File: config.mk
export PLATFORM = sky130hd
export DESIGN_NAME = packed_space_card_decoder_unit
export DESIGN_NICKNAME = d
export VERILOG_FILES = /design/src/design/pscd_pkg.sv /design/src/design/pscd_decode.sv /design/src/design/pscd_res_fifo.sv /design/src/design/packed_space_card_decoder_unit.sv
export VERILOG_INCLUDE_DIRS = /design/src /design/src/design
export SDC_FILE = /design/constraint.sdc
export NUM_CORES = 1
export LEC_CHECK = 0
export ABC_AREA = 1
export BUFFER_PORTS_ARGS = -buffer_cell sky130_fd_sc_hd__buf_2
export CELL_PAD_IN_SITES_DETAIL_PLACEMENT = 0
export CELL_PAD_IN_SITES_GLOBAL_PLACEMENT = 1
export CORE_ASPECT_RATIO = 1.1
export CORE_UTILIZATION = 33
export CTS_CLUSTER_SIZE = 24
export DETAILED_ROUTE_END_ITERATION = 8
export GPL_ROUTABILITY_DRIVEN = 0
export PLACE_DENSITY_LB_ADDON = 0.3
export SLEW_MARGIN = 20
export SYNTH_ARGS = -nofsm -noshare
export SYNTH_HDL_FRONTEND = slang
export SYNTH_HIERARCHICAL = 1
export SYNTH_SLANG_ARGS = --single-unit
File: constraint.sdc
create_clock -name clk_i -period 3.9 [get_ports clk_i]
set_input_delay 0.39 -clock clk_i [delete_from_list [all_inputs] [get_ports clk_i]]
set_output_delay 0.39 -clock clk_i [all_outputs]
set_load 0.01 [all_outputs]
File: src/design/packed_space_card_decoder_unit_assert.svh
// Assertion macros shared by the packed space card decoder modules.
`ifndef PACKED_SPACE_CARD_DECODER_UNIT_ASSERT_SVH
`define PACKED_SPACE_CARD_DECODER_UNIT_ASSERT_SVH

// Plain property on clk_i, off while rst_ni is low.
`define PSCD_ASSERT(lbl, prop, msg) \
  lbl: assert property (@(posedge clk_i) disable iff (!rst_ni) prop) else $error(msg);

// Same-cycle implication on clk_i, off while rst_ni is low.
`define PSCD_ASSERT_IMP(lbl, ante, cons, msg) \
  lbl: assert property (@(posedge clk_i) disable iff (!rst_ni) (ante) |-> (cons)) \
    else $error(msg);

`endif

File: src/design/pscd_pkg.sv
// Package: constants, item kinds and item types of the packed space card decoder.
package pscd_pkg;

  localparam int unsigned WORDS_PER_CARD = 14;  // 1..15
  localparam int unsigned BYTES_PER_WORD = 6;   // 1..8
  localparam int unsigned RES_DEPTH      = 4;   // result queue entries, at least 2

  localparam logic [7:0]  BYTE_NL      = 8'o012;
  localparam logic [7:0]  BYTE_SPACE   = 8'o040;
  localparam logic [7:0]  BYTE_PRT_LO  = 8'o041;
  localparam logic [7:0]  BYTE_PRT_HI  = 8'o177;
  localparam logic [7:0]  BYTE_PACK_LO = 8'o201;
  localparam logic [7:0]  BYTE_PACK_HI = 8'o323;
  localparam logic [12:0] RUN_MAX      = 13'h1FFF;

  typedef enum logic [2:0] {
    KIND_CHAR = 3'd0,
    KIND_RUN  = 3'd1,
    KIND_EOC  = 3'd2,
    KIND_BAD  = 3'd3,
    KIND_LONG = 3'd4
  } kind_e;

  typedef struct packed {
    kind_e       kind;
    logic [6:0]  code;
    logic [12:0] run;
    logic        last;
  } pscd_item_t;

  // Items produced by one decoded byte.
  typedef struct packed {
    logic [1:0] n;
    pscd_item_t item0;
    pscd_item_t item1;
  } pscd_push_t;

endpackage

File: src/design/pscd_decode.sv
// Byte decoder: card position, pending space count, error flag and item generation.
`include "packed_space_card_decoder_unit_assert.svh"

module pscd_decode (
  input  logic               clk_i,
  input  logic               rst_ni,
  input  logic               fire_i,
  input  logic [7:0]         byte_i,
  output pscd_pkg::pscd_push_t push_o
);
  import pscd_pkg::*;

  localparam logic [2:0] BIW_LAST = 3'(BYTES_PER_WORD - 1);
  localparam logic [3:0] WPC      = 4'(WORDS_PER_CARD);

  logic [2:0]  biw_q, biw_d;
  logic [3:0]  wic_q, wic_d;
  logic [12:0] pend_q, pend_d;
  logic        skip_q, skip_d;
  logic        halted_q, halted_d;

  logic is_nl, is_space, is_pack, is_prt;
  logic have_run, have_char, have_eoc, have_bad, have_long;

  function automatic logic [12:0] sat_add(logic [12:0] p, logic [6:0] a);
    logic [13:0] sum;
    sum = {1'b0, p} + {7'b0, a};
    return sum[13] ? RUN_MAX : sum[12:0];
  endfunction

  assign is_nl    = (byte_i == BYTE_NL);
  assign is_space = (byte_i == BYTE_SPACE);
  assign is_pack  = (byte_i >= BYTE_PACK_LO) && (byte_i <= BYTE_PACK_HI);
  assign is_prt   = (byte_i >= BYTE_PRT_LO) && (byte_i <= BYTE_PRT_HI);

  always_comb begin
    biw_d     = biw_q;
    wic_d     = wic_q;
    pend_d    = pend_q;
    skip_d    = skip_q;
    halted_d  = halted_q;
    have_run  = 1'b0;
    have_char = 1'b0;
    have_eoc  = 1'b0;
    have_bad  = 1'b0;
    have_long = 1'b0;
    if (fire_i && !halted_q) begin
      if (biw_q == 3'd0 && wic_q >= WPC) begin
        have_long = 1'b1;
        halted_d  = 1'b1;
      end else begin
        if (!skip_q) begin
          if (is_nl) begin
            skip_d = 1'b1;
          end else if (is_pack) begin
            pend_d = sat_add(pend_q, byte_i[6:0]);  // byte minus 0200
          end else if (is_space) begin
            pend_d = sat_add(pend_q, 7'd1);
          end else if (is_prt) begin
            have_run  = (pend_q != 13'd0);
            have_char = 1'b1;
            pend_d    = 13'd0;
          end else begin
            have_bad = 1'b1;
            halted_d = 1'b1;
          end
        end
        if (!have_bad) begin
          if (biw_q >= BIW_LAST) begin
            if (is_nl) begin
              have_eoc = 1'b1;
              biw_d    = 3'd0;
              wic_d    = 4'd0;
              pend_d   = 13'd0;
              skip_d   = 1'b0;
            end else begin
              biw_d = 3'd0;
              if (wic_q != 4'hF) begin
                wic_d = wic_q + 4'd1;
              end
            end
          end else begin
            biw_d = biw_q + 3'd1;
          end
        end
      end
    end
  end

  always_comb begin
    push_o = '0;
    if (have_run) begin
      push_o.n          = 2'd2;
      push_o.item0.kind = KIND_RUN;
      push_o.item0.run  = pend_q;
      push_o.item1.kind = KIND_CHAR;
      push_o.item1.code = byte_i[6:0];
      push_o.item1.last = 1'b1;
    end else if (have_char) begin
      push_o.n          = 2'd1;
      push_o.item0.kind = KIND_CHAR;
      push_o.item0.code = byte_i[6:0];
      push_o.item0.last = 1'b1;
    end else if (have_eoc || have_bad || have_long) begin
      push_o.n          = 2'd1;
      push_o.item0.kind = have_eoc ? KIND_EOC : (have_bad ? KIND_BAD : KIND_LONG);
      push_o.item0.last = 1'b1;
    end
  end

  always_ff @(posedge clk_i or negedge rst_ni) begin
    if (!rst_ni) begin
      biw_q    <= 3'd0;
      wic_q    <= 4'd0;
      pend_q   <= 13'd0;
      skip_q   <= 1'b0;
      halted_q <= 1'b0;
    end else begin
      biw_q    <= biw_d;
      wic_q    <= wic_d;
      pend_q   <= pend_d;
      skip_q   <= skip_d;
      halted_q <= halted_d;
    end
  end

  `PSCD_ASSERT(a_halt_sticky, halted_q |=> halted_q, "error flag cleared without reset")
  `PSCD_ASSERT_IMP(a_halt_silent, halted_q, push_o.n == 2'd0, "item produced after an error")
  `PSCD_ASSERT(a_biw_range, 4'(biw_q) < 4'(BYTES_PER_WORD), "byte position left its word")

endmodule

File: src/design/pscd_res_fifo.sv
// Result queue: takes up to two items a cycle from the decoder, hands out one.
`include "packed_space_card_decoder_unit_assert.svh"

module pscd_res_fifo #(
  parameter int unsigned DEPTH = pscd_pkg::RES_DEPTH
) (
  input  logic                 clk_i,
  input  logic                 rst_ni,
  input  pscd_pkg::pscd_push_t push_i,
  output logic                 space_o,
  output logic                 out_valid_o,
  input  logic                 out_ready_i,
  output pscd_pkg::pscd_item_t head_o
);
  import pscd_pkg::*;

  localparam int unsigned PW = (DEPTH > 1) ? $clog2(DEPTH) : 1;
  localparam int unsigned CW = $clog2(DEPTH + 1);
  localparam logic [PW-1:0] LAST_PTR = PW'(DEPTH - 1);

  pscd_item_t    mem_q [DEPTH];
  logic [PW-1:0] wr_q, wr_d, rd_q, rd_d, wr_nx;
  logic [CW-1:0] count_q, count_d;
  logic          pop;

  function automatic logic [PW-1:0] ptr_inc(logic [PW-1:0] p);
    return (p == LAST_PTR) ? '0 : p + PW'(1);
  endfunction

  assign wr_nx       = ptr_inc(wr_q);
  assign out_valid_o = (count_q != '0);
  assign head_o      = mem_q[rd_q];
  assign pop         = out_valid_o && out_ready_i;
  // Room for a two-item byte, judged on the registered count only.
  assign space_o     = (count_q <= CW'(DEPTH - 2));

  always_comb begin
    case (push_i.n)
      2'd1:    wr_d = wr_nx;
      2'd2:    wr_d = ptr_inc(wr_nx);
      default: wr_d = wr_q;
    endcase
    rd_d    = pop ? ptr_inc(rd_q) : rd_q;
    count_d = count_q + CW'(push_i.n) - CW'(pop);
  end

  always_ff @(posedge clk_i) begin
    if (push_i.n != 2'd0) begin
      mem_q[wr_q] <= push_i.item0;
    end
    if (push_i.n == 2'd2) begin
      mem_q[wr_nx] <= push_i.item1;
    end
  end

  always_ff @(posedge clk_i or negedge rst_ni) begin
    if (!rst_ni) begin
      wr_q    <= '0;
      rd_q    <= '0;
      count_q <= '0;
    end else begin
      wr_q    <= wr_d;
      rd_q    <= rd_d;
      count_q <= count_d;
    end
  end

  `PSCD_ASSERT(a_count_max, count_q <= CW'(DEPTH), "queue count beyond depth")
  `PSCD_ASSERT_IMP(a_no_overflow, push_i.n != 2'd0,
    (CW+1)'(count_q) + (CW+1)'(push_i.n) <= (CW+1)'(DEPTH), "queue overflow")
  `PSCD_ASSERT(a_pop_only, pop && push_i.n == 2'd0 |=> count_q == $past(count_q) - CW'(1),
    "count wrong after a pop")

endmodule

File: src/design/packed_space_card_decoder_unit.sv
// Top level of the packed space card decoder: input register, decoder, result queue.
//
// Input channel (in_valid_i / in_ready_o, byte_value_i): one raw card byte per item.
// Output channel (out_valid_o / out_ready_i): one result item per handshake with
// item_kind_o, char_code_o, run_length_o and last_of_input_o. A byte gives zero,
// one or two items; last_of_input_o marks the final item of a byte.
// Spaces (plain or packed 0201..0323) are counted and come out as one space-run
// item just before the next printable character; trailing spaces are dropped.
// A bad byte or an overlong card gives one error item, after which every byte is
// swallowed without results until reset.
// An accepted byte is held in the input register, decoded once the result queue has
// room for two items, and its items are written into the queue before being offered.
// Throughput: one byte per cycle while the queue has room; a byte giving two items
// needs two output handshakes, so the output port paces space-run/character pairs.
// A stalled receiver fills the result queue (RES_DEPTH items); the input register
// holds its byte while fewer than two queue entries are free, and in_ready_o drops
// once that register is full. in_ready_o never depends on out_ready_i.
// Reset (rst_ni low, asynchronous) empties the queue and input register, clears
// the card position, pending space count and error flag.
module packed_space_card_decoder_unit #(
  parameter int unsigned RES_DEPTH = pscd_pkg::RES_DEPTH
) (
  input  logic        clk_i,
  input  logic        rst_ni,
  input  logic        in_valid_i,
  output logic        in_ready_o,
  input  logic [7:0]  byte_value_i,
  output logic        out_valid_o,
  input  logic        out_ready_i,
  output logic [2:0]  item_kind_o,
  output logic [6:0]  char_code_o,
  output logic [12:0] run_length_o,
  output logic        last_of_input_o
);
  import pscd_pkg::*;

  // Input register stage
  logic       in_valid_q, in_valid_d;
  logic [7:0] in_byte_q;
  logic       space;
  logic       consume;
  pscd_push_t push;
  pscd_item_t head;

  assign consume    = in_valid_q && space;
  assign in_ready_o = !in_valid_q || space;

  always_comb begin
    in_valid_d = in_valid_q;
    if (consume) begin
      in_valid_d = 1'b0;
    end
    if (in_valid_i && in_ready_o) begin
      in_valid_d = 1'b1;
    end
  end

  always_ff @(posedge clk_i or negedge rst_ni) begin
    if (!rst_ni) begin
      in_valid_q <= 1'b0;
    end else begin
      in_valid_q <= in_valid_d;
    end
  end

  // Payload register, loaded on acceptance only
  always_ff @(posedge clk_i) begin
    if (in_valid_i && in_ready_o) begin
      in_byte_q <= byte_value_i;
    end
  end

  pscd_decode u_decode (
    .clk_i  (clk_i),
    .rst_ni (rst_ni),
    .fire_i (consume),
    .byte_i (in_byte_q),
    .push_o (push)
  );

  pscd_res_fifo #(
    .DEPTH (RES_DEPTH)
  ) u_res_fifo (
    .clk_i       (clk_i),
    .rst_ni      (rst_ni),
    .push_i      (push),
    .space_o     (space),
    .out_valid_o (out_valid_o),
    .out_ready_i (out_ready_i),
    .head_o      (head)
  );

  assign item_kind_o     = head.kind;
  assign char_code_o     = head.code;
  assign run_length_o    = head.run;
  assign last_of_input_o = head.last;

endmodule
==> implementation parameters <==
Parameter                              Value

Layout
  Most used cells in the layout excluding fill and tap cells ... sky130_fd_sc_hd__nand2_1, sky130_fd_sc_hd__o21ai_0, sky130_fd_sc_hd__nor2_1
  Net count reported at finish ... 1119
  FILL cells ... 2574
  Commonest non-fill, non-tap cell in the layout ... sky130_fd_sc_hd__nand2_1
  Area grow syn2layout ... 12.0%
  Final core utilization ... 0.379
  Ant. Diodes ... 0
  Ratio of cells with drive above 1 in the final layout ... 0.115

STA
  Total Negative Setup Slacks ... 0 ns
  Headroom to the max-slew limit ... 0.467
  Transition time at the pin with the least slew margin ... 0.799 ns
  Count of final setup violators ... 0
  Final number of max-transition violations ... 0
  Achievable clock frequency ... 303 MHz
  Fin crit period ... 3.30 ns
  Number of hold-slack violations in the final timing report ... 0
  Period utilisation layout ... 0.846
  Setup repair after global routing missed its margin ... no
  Final worst clock skew ... 0.0121 ns

Setup path
  CP endpoint kind ... flip-flop
  Kind of start point of the critical path ... flip-flop
  Setup slack, reg-to-reg ... 0.60 ns
  Launching element of the worst setup path ... u_res_fifo/count_q[2]
  Crit Reg-Reg Startpoint ... u_res_fifo/count_q[2]
  Path depth of the worst reg2reg path ... 15
  Worst setup path end ... u_res_fifo/mem_q[2][18]
  Critical path data required time ... 4.03 ns
  Critical register-to-register path endpoint ... u_res_fifo/mem_q[2][18]
  Critical setup path kind ... flip-flop to flip-flop
  Data arrival time at the worst-slack endpoint ... 3.43 ns
  Maximum net fanout on the critical path ... 15

Power
  Total chip power ... 5.74 mW
  Maximum vdd drop ... 0.297 mV
  Static leakage ... 3.81 nW
  Total power density per cell area ... 615 mW/mm²

Clocking
  CTS Buf Count ... 17
  Post-CTS setup buffer count ... 0
  Hold_buf cts ... 0
  Clock Tree Buf Depth ... 2
  Number of sinks handled by clock tree synthesis ... 134
  Number of H-tree levels ... 4
  TritonCTS clock tree ... yes
  Clk slew on worst S/H paths ... 0.06 ns
  Number of gates resized after cts ... 0
  Clock Latency Late Sink ... 0.43 ns
  Clock Root Buffer ... sky130_fd_sc_hd__clkbuf_16

Synth
  Post-synthesis instance total ... 1050
  Synth warn ... 6
  Synth Area per Inst ... 7.93 µm²
  Cell variety after synth ... 38
  Synthesized flop and latch total ... 134
  Summed instance area of the synthesized netlist ... 0.00833 mm²
  Proportion of synthesized chip area in sequential cells ... 0.465

Route
  Detail-routed via count per cell ... 4.77
  Via count ... 6680
  DR DRC count ... 0
  Antenna Nets Post-Route ... 0
  Total length of routed wires ... 21.5 mm
  Number of DRC violations after detailed-routing iteration 0 ... 450
  Drt pass-1 iters ... 5
  Drt wl/cell ... 15.3 µm

Global routing
  GR Util All Layers ... 0.177
  Pin count of the biggest net entering global routing ... 52
  Initial antenna violation count ... 0
  First-pass GRT wire length ... 35.0 mm
  Gr ovfl total ... 0
  Via count of the first global-routing pass ... 6508

Floorplan
  Core Rows ... 60
  Vertical extent of the die ... 169 µm
  I/O pin count ... 38
  Die span in x ... 153 µm
  Total core area ... 0.0246 mm²
  Initial core utilization ... 0.338
  Die Outline Area ... 0.0259 mm²

Run
  Max-cap violations ... 0

Placement
  Quantity of I/O buffers inserted on ports ... 37
  Detailed Place HPWL ... 15.7 mm

Hold path
  Hold WC Path Type ... primary input to asynchronous set/reset pin

Outcome
  Status ... finished clean
[where the power goes]
part           internal [mW]  switching [mW]  leakage, nW
logic                  0.763            1.53         2.20
clock network          0.824           0.667        0.250
registers               1.76           0.195         1.35
[layout make-up]
| type | count | area [µm²] | area share |
|---|---|---|---|
| Sequential cell | 134 | 3870 | 0.415 |
| Multi-Input combinational cell | 756 | 3720 | 0.398 |
| Clock buffer | 17 | 425 | 0.0456 |
| Inverter | 111 | 422 | 0.0452 |
| Tap cell | 310 | 388 | 0.0416 |
| Timing Repair Buffer | 58 | 380 | 0.0408 |
| Clock inverter | 15 | 120 | 0.0129 |
[worst min path at each step]
stage,slack [ns],endpoint,start
floorplan,0.09,in_valid_q,rst_ni
global placement,0.48,u_decode/halted_q,u_decode/halted_q
detailed placement,0.48,u_decode/halted_q,u_decode/halted_q
CTS,0.08,in_valid_q,rst_ni
global route,0.09,u_decode/wic_q[2],rst_ni
finish,0.04,u_decode/wic_q[2],rst_ni
[state kept, by name (all words and copies together), names as in the netlist, named ones only]
signal,flops
u_decode/pend_q,13
u_decode/wic_q,4
u_decode/halted_q,1
u_res_fifo/count_q,3
u_res_fifo/mem_q,96
u_decode/biw_q,3
in_valid_q,1
u_res_fifo/wr_q,2
in_byte_q,8
u_res_fifo/rd_q,2
[critical path: stages, from the launching register on]
cell	delay [ns]
sky130_fd_sc_hd__dfrtp_1	0.40
sky130_fd_sc_hd__a21oi_1	0.23
sky130_fd_sc_hd__nand2_1	0.16
sky130_fd_sc_hd__inv_1	0.08
sky130_fd_sc_hd__nand2_1	0.08
sky130_fd_sc_hd__inv_1	0.06
sky130_fd_sc_hd__nand2_1	0.06
sky130_fd_sc_hd__clkinv_1	0.19
sky130_fd_sc_hd__nand4_4	0.19
sky130_fd_sc_hd__inv_1	0.18
sky130_fd_sc_hd__nor2_1	0.08
sky130_fd_sc_hd__nor2_1	0.12
sky130_fd_sc_hd__inv_1	0.08
sky130_fd_sc_hd__ha_1	0.29
sky130_fd_sc_hd__o21ai_2	0.58
sky130_fd_sc_hd__buf_12	0.24
[cell families after synthesis]
family / count (synthesis) / synth area share
xor gates and xnor gates: 11 / 0.0116
adders and majority gates: 29 / 0.0454
other: 1 / 0.000450
AOI/OAI and AO/OA: 212 / 0.128
buffers and inverters: 175 / 0.0973
and+or+nand+nor: 488 / 0.252
DFF: 134 / 0.465
[cells in the mapped netlist]
master	instances	area (µm²)
sky130_fd_sc_hd__o211ai_1	1	7.51
sky130_fd_sc_hd__o21bai_1	1	7.51
sky130_fd_sc_hd__nand3_1	48	240
sky130_fd_sc_hd__nor3_2	1	10.0
sky130_fd_sc_hd__nor2_1	122	458
sky130_fd_sc_hd__fa_1	2	40.0
sky130_fd_sc_hd__nand2_2	2	12.5
sky130_fd_sc_hd__inv_1	104	390
sky130_fd_sc_hd__nand2_4	1	11.3
sky130_fd_sc_hd__nand2_1	280	1050
sky130_fd_sc_hd__xnor2_1	3	26.3
sky130_fd_sc_hd__buf_2	17	85.1
sky130_fd_sc_hd__buf_12	1	20.0
sky130_fd_sc_hd__nor3_4	1	16.3
sky130_fd_sc_hd__buf_6	5	56.3
sky130_fd_sc_hd__nor2_8	1	20.0
sky130_fd_sc_hd__conb_1	1	3.75
sky130_fd_sc_hd__dfrtp_1	30	751
sky130_fd_sc_hd__ha_1	27	338
sky130_fd_sc_hd__o21ai_0	194	971
sky130_fd_sc_hd__o21ai_1	5	25.0
sky130_fd_sc_hd__clkbuf_2	2	10.0
sky130_fd_sc_hd__clkinv_1	1	3.75
sky130_fd_sc_hd__inv_2	4	15.0
sky130_fd_sc_hd__a21oi_1	10	50.1
sky130_fd_sc_hd__nand4_4	2	42.5
sky130_fd_sc_hd__edfxtp_1	104	3120
sky130_fd_sc_hd__buf_4	19	143
sky130_fd_sc_hd__o31ai_1	1	7.51
sky130_fd_sc_hd__or2_2	3	18.8
sky130_fd_sc_hd__nor3_1	4	20.0
sky130_fd_sc_hd__nand4_1	8	50.1
sky130_fd_sc_hd__xor2_1	8	70.1
sky130_fd_sc_hd__nor2_2	4	25.0
sky130_fd_sc_hd__nand3_2	1	10.0
sky130_fd_sc_hd__inv_4	2	12.5
sky130_fd_sc_hd__nor2_4	10	113
sky130_fd_sc_hd__clkbuf_1	20	75.1
[per-stage QoR]
stage	std cells	worst slack, ns	cell area (µm²)	hold WS [ns]
after global placement	1369	0.648	8780	0.482
final	1401	0.601	9330	0.0371
after CTS	1401	0.608	9330	0.0837
after detailed placement	1369	0.629	8780	0.484
after global routing	1401	0.337	9330	0.0859
after floorplan	1065	-0.269	8390	0.0944
[metal layers]
metal | up-vias | global-route usage | routed length, µm | part of all wire
met5 | - | 0 | 0 | 0
met4 | 0 | 0.0639 | 306 | 0.014
met3 | 25 | 0.0294 | 844 | 0.039
met2 | 170 | 0.307 | 10700 | 0.50
met1 | 3027 | 0.221 | 9660 | 0.45
li1 | 3458 | - | - | -
(Power assumes the default switching activity.)
